## src/rtl/csd_pkg.sv

```systemverilog
`default_nettype none
package csd_pkg;

  // Configuration register indexes.
  localparam logic [3:0] REG_INV_LOAD_MASS   = 4'd0;
  localparam logic [3:0] REG_INV_CAR_MASS    = 4'd1;
  localparam logic [3:0] REG_SPRING_CONSTANT = 4'd2;
  localparam logic [3:0] REG_DAMPING_COEFF   = 4'd3;
  localparam logic [3:0] REG_FORCE_LIMIT     = 4'd4;
  localparam logic [3:0] REG_SPEED_LIMIT     = 4'd5;
  localparam logic [3:0] REG_SUBSTEP_SIZE    = 4'd6;
  localparam logic [3:0] REG_SUBSTEP_COUNT   = 4'd7;

  // Register reset values.
  localparam logic [30:0] RST_INV_LOAD_MASS   = 31'd6554;
  localparam logic [30:0] RST_INV_CAR_MASS    = 31'd655;
  localparam logic [30:0] RST_SPRING_CONSTANT = 31'd983040;
  localparam logic [30:0] RST_DAMPING_COEFF   = 31'd655360;
  localparam logic [30:0] RST_FORCE_LIMIT     = 31'd1966080;
  localparam logic [30:0] RST_SPEED_LIMIT     = 31'd65536;
  localparam logic [30:0] RST_SUBSTEP_SIZE    = 31'd66;
  localparam logic [6:0]  RST_SUBSTEP_COUNT   = 7'd10;

  // ceil(2^34 / 6): exact division by six of any 32-bit magnitude after >> 34.
  localparam logic signed [32:0] DIV6_RECIP = 33'sh0AAAAAAAB;
  localparam logic signed [65:0] Q_HALF     = 66'sd32768;
  localparam logic signed [65:0] SAT_HI     = 66'sd2147483647;
  localparam logic signed [65:0] SAT_LO     = -66'sd2147483648;

  typedef struct packed {
    logic [30:0] inv_load_mass;
    logic [30:0] inv_car_mass;
    logic [30:0] spring_constant;
    logic [30:0] damping_coeff;
    logic [30:0] force_limit;
    logic [30:0] speed_limit;
    logic [30:0] substep_size;
  } cfg_t;

  // Multiplier operations of the datapath.
  typedef enum logic [2:0] {
    OP_SK,
    OP_CD,
    OP_LOAD,
    OP_CART,
    OP_POINT,
    OP_FMUL,
    OP_FDIV
  } op_t;

  typedef struct packed {
    logic       load_item;
    logic       start_sub;
    logic       mul_en;
    logic       wb_en;
    logic       acc_en;
    logic       end_sub;
    logic       capture_out;
    op_t        op;
    logic [1:0] idx;
    logic [1:0] stage;
  } cmd_t;

  typedef struct packed {
    logic signed [31:0] load_position;
    logic signed [31:0] load_speed;
    logic signed [31:0] cart_position;
    logic signed [31:0] cart_speed;
  } result_t;

  // Saturate a wide signed value to the 32-bit signed range.
  function automatic logic signed [31:0] sat32(input logic signed [65:0] v);
    logic signed [31:0] r;
    if (v > SAT_HI) begin
      r = 32'sh7FFFFFFF;
    end else if (v < SAT_LO) begin
      r = 32'sh80000000;
    end else begin
      r = v[31:0];
    end
    return r;
  endfunction

endpackage
`default_nettype wire

```

## src/rtl/csd_ctrl.sv

```systemverilog
`default_nettype none
module csd_ctrl #(
  parameter int MAX_SUBSTEPS = 64
) (
  input  wire              clk,
  input  wire              rst,
  input  wire [6:0]        substep_count,
  input  wire              in_valid,
  output logic             in_ready,
  input  wire              out_ready,
  output logic             out_valid,
  output csd_pkg::cmd_t    cmd
);
  import csd_pkg::*;

  localparam int NW = $clog2(MAX_SUBSTEPS + 1);

  typedef enum logic [6:0] {
    S_IDLE  = 7'b0000001,
    S_START = 7'b0000010,
    S_MUL   = 7'b0000100,
    S_WB    = 7'b0001000,
    S_ACC   = 7'b0010000,
    S_END   = 7'b0100000,
    S_OUT   = 7'b1000000
  } state_t;

  typedef enum logic [1:0] {
    PH_DERIV,
    PH_POINT,
    PH_FMUL,
    PH_FDIV
  } phase_t;

  state_t        state, state_next;
  phase_t        phase, phase_next;
  logic [1:0]    idx, idx_next, stage, stage_next;
  logic [NW-1:0] nsub, nsub_next, ncount, ncount_next, count_eff;
  logic          out_valid_next;

  always_comb begin
    if (32'(substep_count) > 32'(MAX_SUBSTEPS)) begin
      count_eff = NW'(MAX_SUBSTEPS);
    end else begin
      count_eff = NW'(substep_count);
    end
  end

  // Sequencer.
  always_comb begin
    state_next  = state;
    phase_next  = phase;
    idx_next    = idx;
    stage_next  = stage;
    nsub_next   = nsub;
    ncount_next = ncount;
    out_valid_next = out_valid && !out_ready;
    in_ready    = 1'b0;
    cmd         = '0;
    cmd.idx     = idx;
    cmd.stage   = stage;
    case (phase)
      PH_DERIV: begin
        case (idx)
          2'd0:    cmd.op = OP_SK;
          2'd1:    cmd.op = OP_CD;
          2'd2:    cmd.op = OP_LOAD;
          default: cmd.op = OP_CART;
        endcase
      end
      PH_POINT: cmd.op = OP_POINT;
      PH_FMUL:  cmd.op = OP_FMUL;
      default:  cmd.op = OP_FDIV;
    endcase

    case (state)
      S_IDLE: begin
        in_ready = 1'b1;
        if (in_valid) begin
          cmd.load_item = 1'b1;
          ncount_next   = count_eff;
          nsub_next     = '0;
          state_next    = (count_eff == '0) ? S_OUT : S_START;
        end
      end
      S_START: begin
        cmd.start_sub = 1'b1;
        phase_next    = PH_DERIV;
        idx_next      = 2'd0;
        stage_next    = 2'd0;
        state_next    = S_MUL;
      end
      S_MUL: begin
        cmd.mul_en = 1'b1;
        state_next = S_WB;
      end
      S_WB: begin
        cmd.wb_en  = 1'b1;
        state_next = S_MUL;
        case (phase)
          PH_DERIV: begin
            if (idx == 2'd3) begin
              state_next = S_ACC;
            end else begin
              idx_next = idx + 2'd1;
            end
          end
          PH_POINT: begin
            if (idx == 2'd3) begin
              phase_next = PH_DERIV;
              idx_next   = 2'd0;
              stage_next = stage + 2'd1;
            end else begin
              idx_next = idx + 2'd1;
            end
          end
          PH_FMUL: begin
            phase_next = PH_FDIV;
          end
          default: begin
            if (idx == 2'd3) begin
              state_next = S_END;
            end else begin
              phase_next = PH_FMUL;
              idx_next   = idx + 2'd1;
            end
          end
        endcase
      end
      S_ACC: begin
        cmd.acc_en = 1'b1;
        idx_next   = 2'd0;
        phase_next = (stage == 2'd3) ? PH_FMUL : PH_POINT;
        state_next = S_MUL;
      end
      S_END: begin
        cmd.end_sub = 1'b1;
        nsub_next   = nsub + NW'(1);
        state_next  = (nsub + NW'(1) == ncount) ? S_OUT : S_START;
      end
      S_OUT: begin
        if (!out_valid || out_ready) begin
          cmd.capture_out = 1'b1;
          out_valid_next  = 1'b1;
          state_next      = S_IDLE;
        end
      end
      default: begin
        state_next = S_IDLE;
      end
    endcase
  end

  always_ff @(posedge clk) begin
    if (rst) begin
      state     <= S_IDLE;
      phase     <= PH_DERIV;
      idx       <= '0;
      stage     <= '0;
      nsub      <= '0;
      ncount    <= '0;
      out_valid <= 1'b0;
    end else begin
      state     <= state_next;
      phase     <= phase_next;
      idx       <= idx_next;
      stage     <= stage_next;
      nsub      <= nsub_next;
      ncount    <= ncount_next;
      out_valid <= out_valid_next;
    end
  end

endmodule
`default_nettype wire
```

## config.mk

```make
export PLATFORM = sky130hd
export DESIGN_NAME = csd_ctrl
export DESIGN_NICKNAME = d
export VERILOG_FILES = /design/src/rtl/csd_pkg.sv /design/src/rtl/csd_ctrl.sv
export SDC_FILE = /design/constraint.sdc
export NUM_CORES = 1
export LEC_CHECK = 0
export ABC_AREA = 1
export BUFFER_PORTS_ARGS = -buffer_cell sky130_fd_sc_hd__buf_2
export CAP_MARGIN = 40
export CORE_ASPECT_RATIO = 0.8
export CORE_MARGIN = 1
export CORE_UTILIZATION = 30
export DETAILED_ROUTE_END_ITERATION = 10
export HOLD_SLACK_MARGIN = 0.05
export PLACE_DENSITY = 0.49
export SKIP_LAST_GASP = 1
export SLEW_MARGIN = 40
export SYNTH_ARGS = -nofsm -noshare
export SYNTH_HDL_FRONTEND = slang
export SYNTH_SLANG_ARGS = --single-unit
```

## constraint.sdc

```tcl
create_clock -name clk -period 1.7 [get_ports clk]
set_input_delay 0.085 -clock clk [delete_from_list [all_inputs] [get_ports clk]]
set_output_delay 0.085 -clock clk [all_outputs]
set_load 0.05 [all_outputs]
```

# Yosys cells after proc, flatten, opt, wreduce, memory -nomap -nowiden
# Index checks and enable logic that the tools add are counted.
# classes
mux	37
eq_ne	23
reduce_logical	19
magnitude_cmp	1
add_sub_neg	3
# ops
cell	count
$mux W7	6
$pmux W7 S6	1
$pmux W2 S3	3
$mux W2	7
$pmux W7 S2	1
$mux W1	12
$pmux W2 S2	3
$pmux W6 S2	1
$ne A2 B2 Y1 const B	5
$pmux W3 S3	1
$eq A2 B2 Y1 const B	4
$add A7 B1 Y7 const B	1
$eq A7 B1 Y1 const B	1
$eq A7 B2 Y1 const B	1
$eq A7 B3 Y1 const B	1
$eq A7 B4 Y1 const B	1
$eq A7 B5 Y1 const B	1
$eq A7 B6 Y1 const B	1
$eq A7 B7 Y1	1
$eq A7 B7 Y1 const B	1
$gt A7 B7 Y1 const B	1
$logic_not A7 Y1	1
$mux W6	1
$reduce_and A2 Y1	3
other kinds (16)	24
# word_totals
wordCells	90
in_bits	11
ff_bits	28
out_inout_bits	16

# Longest topological paths before layout
# logic_depth
depth_word	6
mapped_depth	14
mapped_depth_nobuf	14

# Worst setup path after synthesis
# Ideal clock, no wire load.
# synth_timing
path_kind	register to register
start	register state[5]
end	register state[0]
setup_time_ps	115
required_time_ps	1585
arrival_time_ps	2518
setup_slack_ps	-933
path_stages_with_launch	9
synth_period_minus_slack_ps	2633
n_path_buf	0
path_cell_list	dfxtp_1 -> inv_1 -> nand3_2 -> nor4_1 -> inv_1 -> nand3_1 -> o21ai_0 -> nand2_1 -> nand2_1
# synth_via
elab_chain_len	3
elab_cells_between_ends	12
cone_classes	9 x eq/ne; 1 x mux; 2 x reduce/logical
# synth_lines
element	line_no	text
start, declared	csd_ctrl.sv:35	state_t state, state_next;
start signal, assigned	csd_ctrl.sv:164	state <= state_next;
$eq A7 B5 Y1, or another cell as far along	csd_ctrl.sv:76	case (state)
$reduce_or A2 Y1 (no source line) or $ne A2 B2 Y1 (tied branches)	-	
$pmux W7 S6 or $reduce_and A2 Y1 (tied branches)	-	
# Parallel ways exist; a longest one is shown, timed or not.
# A chain may end at the register's enable or synchronous reset.

==> impl_metrics.xml <==
<?xml version="1.0" encoding="UTF-8"?>
<metrics>
  <group name="outcome">
    <metric name="run_status" unit="">complete, no violations</metric>
  </group>
  <group name="detailed_routing">
    <metric name="initialDrtViolationCount" unit="">51</metric>
    <metric name="vias" unit="">1661</metric>
    <metric name="routed_via_density" unit="">4.50</metric>
    <metric name="drc" unit="">0</metric>
    <metric name="drt_pass1_iterations" unit="">4</metric>
    <metric name="wl_per_cell" unit="µm">11.5</metric>
    <metric name="wl" unit="µm">4230</metric>
    <metric name="final_antenna_net_count" unit="">0</metric>
  </group>
  <group name="worst_setup_path">
    <metric name="cpMaxStageDelayCell" unit="">sky130_fd_sc_hd__dfxtp_4</metric>
    <metric name="cp_cell_sequence" unit="">buf_4 &gt; nor4_2 &gt; buf_4 &gt; buf_4</metric>
    <metric name="timing.critical_path.fanout_max" unit="">6</metric>
    <metric name="timing.critical_path.slowest_cell_delay" unit="ps">370</metric>
    <metric name="worst_ep_arrival_time" unit="ps">1570</metric>
    <metric name="crit_top_cell" unit="">sky130_fd_sc_hd__buf_4</metric>
    <metric name="critical_path_class" unit="">reg -&gt; out</metric>
    <metric name="critical_path_required" unit="ps">1620</metric>
    <metric name="worst_setup_path_start_kind" unit="">flip-flop</metric>
    <metric name="worst_setup_path_end_kind" unit="">output pin</metric>
  </group>
  <group name="yosys">
    <metric name="synthTopCellsByArea" unit="">sky130_fd_sc_hd__dfxtp_1 32%, sky130_fd_sc_hd__nand2_1 13%, sky130_fd_sc_hd__ha_1 7.2%</metric>
    <metric name="syn_nets" unit="">270</metric>
    <metric name="synth.avg_cell_area" unit="µm²">6.94</metric>
    <metric name="netlist.area_leader.share" unit="%">32.4</metric>
    <metric name="synth_cell_types" unit="">33</metric>
    <metric name="cell_area_after_technology_mapping" unit="µm²">1730</metric>
    <metric name="yosys_register_bits" unit="">28</metric>
    <metric name="post-synth-top-area-cell" unit="">sky130_fd_sc_hd__dfxtp_1</metric>
    <metric name="yosysSeqAreaShare" unit="%">32.4</metric>
    <metric name="number_of_warnings_printed_during_yosys_synthesis" unit="">0</metric>
    <metric name="synthesis.instances" unit="">249</metric>
  </group>
  <group name="floorplan">
    <metric name="design.portCount" unit="">27</metric>
    <metric name="floorplan.rows" unit="">24</metric>
    <metric name="die_y" unit="µm">69.9</metric>
    <metric name="design.die.area" unit="µm²">6070</metric>
    <metric name="die_w" unit="µm">86.9</metric>
    <metric name="initial_utilization" unit="%">31.5</metric>
    <metric name="core_area" unit="µm²">5500</metric>
  </group>
  <group name="clock_tree">
    <metric name="root_buffer" unit="">sky130_fd_sc_hd__clkbuf_8</metric>
    <metric name="clk_pin_slew" unit="ps">100</metric>
    <metric name="clock_path_buffers" unit="">2</metric>
    <metric name="worstSkewPairLatency" unit="ps">270</metric>
    <metric name="cts-buffers-inserted" unit="">3</metric>
    <metric name="number_of_sinks_handled_by_clock_tree_synthesis" unit="">28</metric>
    <metric name="cts_max_level" unit="">1</metric>
    <metric name="tritoncts" unit="">done</metric>
  </group>
  <group name="sta">
    <metric name="grt_setup_unrepaired" unit="">true</metric>
    <metric name="max_slew.worst_pin.slew" unit="ps">467</metric>
    <metric name="finalHoldViolations" unit="">0</metric>
    <metric name="slew_headroom" unit="%">68.8</metric>
    <metric name="timing.fmax" unit="MHz">605</metric>
    <metric name="maxSlewViolCount" unit="">0</metric>
    <metric name="count_of_final_setup_violators" unit="">0</metric>
    <metric name="post-route-period-util" unit="%">97.3</metric>
    <metric name="period_needed" unit="ps">1650</metric>
    <metric name="clock_skew" unit="ps">5.93</metric>
  </group>
  <group name="final_layout">
    <metric name="insertedDiodeCount" unit="">0</metric>
    <metric name="layout.cells.most_common_list" unit="">59 x sky130_fd_sc_hd__nand2_1, 27 x sky130_fd_sc_hd__inv_1, 23 x sky130_fd_sc_hd__buf_2</metric>
    <metric name="synthToLayoutAreaGrowth" unit="%">29.3</metric>
    <metric name="fin_nets" unit="">313</metric>
    <metric name="most_common_cell_after_layout_fill_and_taps_aside" unit="">sky130_fd_sc_hd__nand2_1</metric>
    <metric name="layout.cells.non_filler" unit="">369</metric>
    <metric name="layout-drive-gt1-share" unit="%">29.6</metric>
  </group>
  <group name="worst_hold_path">
    <metric name="hold_path_class" unit="">in -&gt; reg</metric>
  </group>
  <group name="run">
    <metric name="drv_cap" unit="">0</metric>
  </group>
  <group name="global_route">
    <metric name="grt_antenna_before_repair" unit="">0</metric>
    <metric name="globalRouteOverflowTotal" unit="">0</metric>
    <metric name="grt_max_degree" unit="">24</metric>
    <metric name="grt_usage" unit="%">14.3</metric>
    <metric name="number_of_global_route_vias_before_repair" unit="">1468</metric>
    <metric name="wire_length_of_the_first_global_routing_pass" unit="µm">6820</metric>
  </group>
  <group name="place">
    <metric name="buffer_ports.inserted" unit="">26</metric>
    <metric name="gpl.final_weighted_congestion" unit="">0.832</metric>
    <metric name="post-place-cells" unit="">358</metric>
    <metric name="dp_hpwl" unit="µm">3180</metric>
  </group>
  <group name="power">
    <metric name="fin_total_pwr" unit="mW">1.74</metric>
    <metric name="maximum_ir_drop_on_the_vdd_rail" unit="mV">0.589</metric>
    <metric name="power_density" unit="nW/µm²">779</metric>
    <metric name="cellLeakagePower" unit="nW">0.972</metric>
  </group>
</metrics>
-- worst max-delay path: cells and delay by family, from the launching register on --
kind / cells / cell delay (ps)
buffers and inverters: 3 / 560
flip-flops: 1 / 370
AND/OR/NAND/NOR: 1 / 360
-- routing by layer --
metal / track usage (%) / part of all wire [%] / vias to the layer above
li1: - / - / 895
met1: 22.2 / 55 / 733
met2: 19.7 / 40 / 31
met3: 3.90 / 3.8 / 2
met4: 2.41 / 0.59 / 0
met5: 0 / 0 / -
-- where the power goes --
| group | switching (mW) | internal (mW) | total [mW] |
|---|---|---|---|
| Sequential | 0.0346 | 0.688 | 0.722 |
| Clock | 0.213 | 0.207 | 0.421 |
| Combinational | 0.383 | 0.216 | 0.599 |
| Total | 0.631 | 1.11 | 1.74 |
-- worst paths after layout --
kind	start	end	slack (ps)	cells after the start
setup / recovery	state[6]$_SDFFE_PP0P_	cmd[8]	50	4
hold / removal	substep_count[5]	ncount[5]$_SDFFE_PP0P_	60	3
setup reg to reg	state[6]$_SDFFE_PP0P_	ncount[4]$_SDFFE_PP0P_	110	9
hold reg to reg	ncount[2]$_SDFFE_PP0P_	ncount[2]$_SDFFE_PP0P_	480	2
-- registers in the layout, summed over array words and instances, names as in the netlist --
register,count
phase,2
stage,2
idx,2
out_valid,1
state,7
ncount,7
nsub,7
-- timing repair --
item / 4_1_cts / 5_1_grt
gates cloned: 0 / 0
endpoints found under the setup margin: 2 / 11
resized for setup: 3 / 21
pin swaps: 1 / 2
hold endpoints to repair: 1 / 0
hold buffers: 1 / 0
setup buffers: 0 / 6
-- cell type report --
type,count,area [µm²]
Multi-Input combinational cell,178,1050
Tap cell,78,97.6
Inverter,37,148
Sequential cell,28,577
Timing Repair Buffer,44,308
Clock buffer,4,55.1
Fill cell,570,3260
-- through the flow --
step | setup TNS (ps) | util, % | setup slack (ps) | instance area, µm² | hold slack (ps)
3_5_place_dp | 0 | 37.2 | 108 | 2040 | 350
3_3_place_gp | 0 | 37.2 | 91.4 | 2040 | 349
4_1_cts | -13.2 | 38.5 | -13.2 | 2120 | 55.3
5_1_grt | -313 | 40.7 | -85.5 | 2240 | 66.3
2_1_floorplan | -1270 | - | -135 | 1760 | 156
6_report | 0 | 40.7 | 46.7 | 2240 | 63.2
-- synthesized netlist by cell type (all sizes together) --
cell type   n
nand4       4
nand3      21
ha         10
dfxtp      28
nor2       28
xnor2       1
buf         4
nor4        5
xor2        1
o21ai      15
clkbuf      2
a211oi      3
nor4b       1
nand2      62
nor3        2
nand3b      3
o211ai      1
a21oi      17
or2         1
a22oi       3
inv        37
-- cell families after synthesis --
family          count (synthesis)  synth area share (%)
buf+inv                        43                  10.3
fa+ha+maj                      10                  7.24
compound gates                 39                  13.0
simple gates                  127                  36.1
xor+xnor                        2                  1.01
flops                          28                  32.4
No activity file was read; power rests on OpenSTA's default activity.
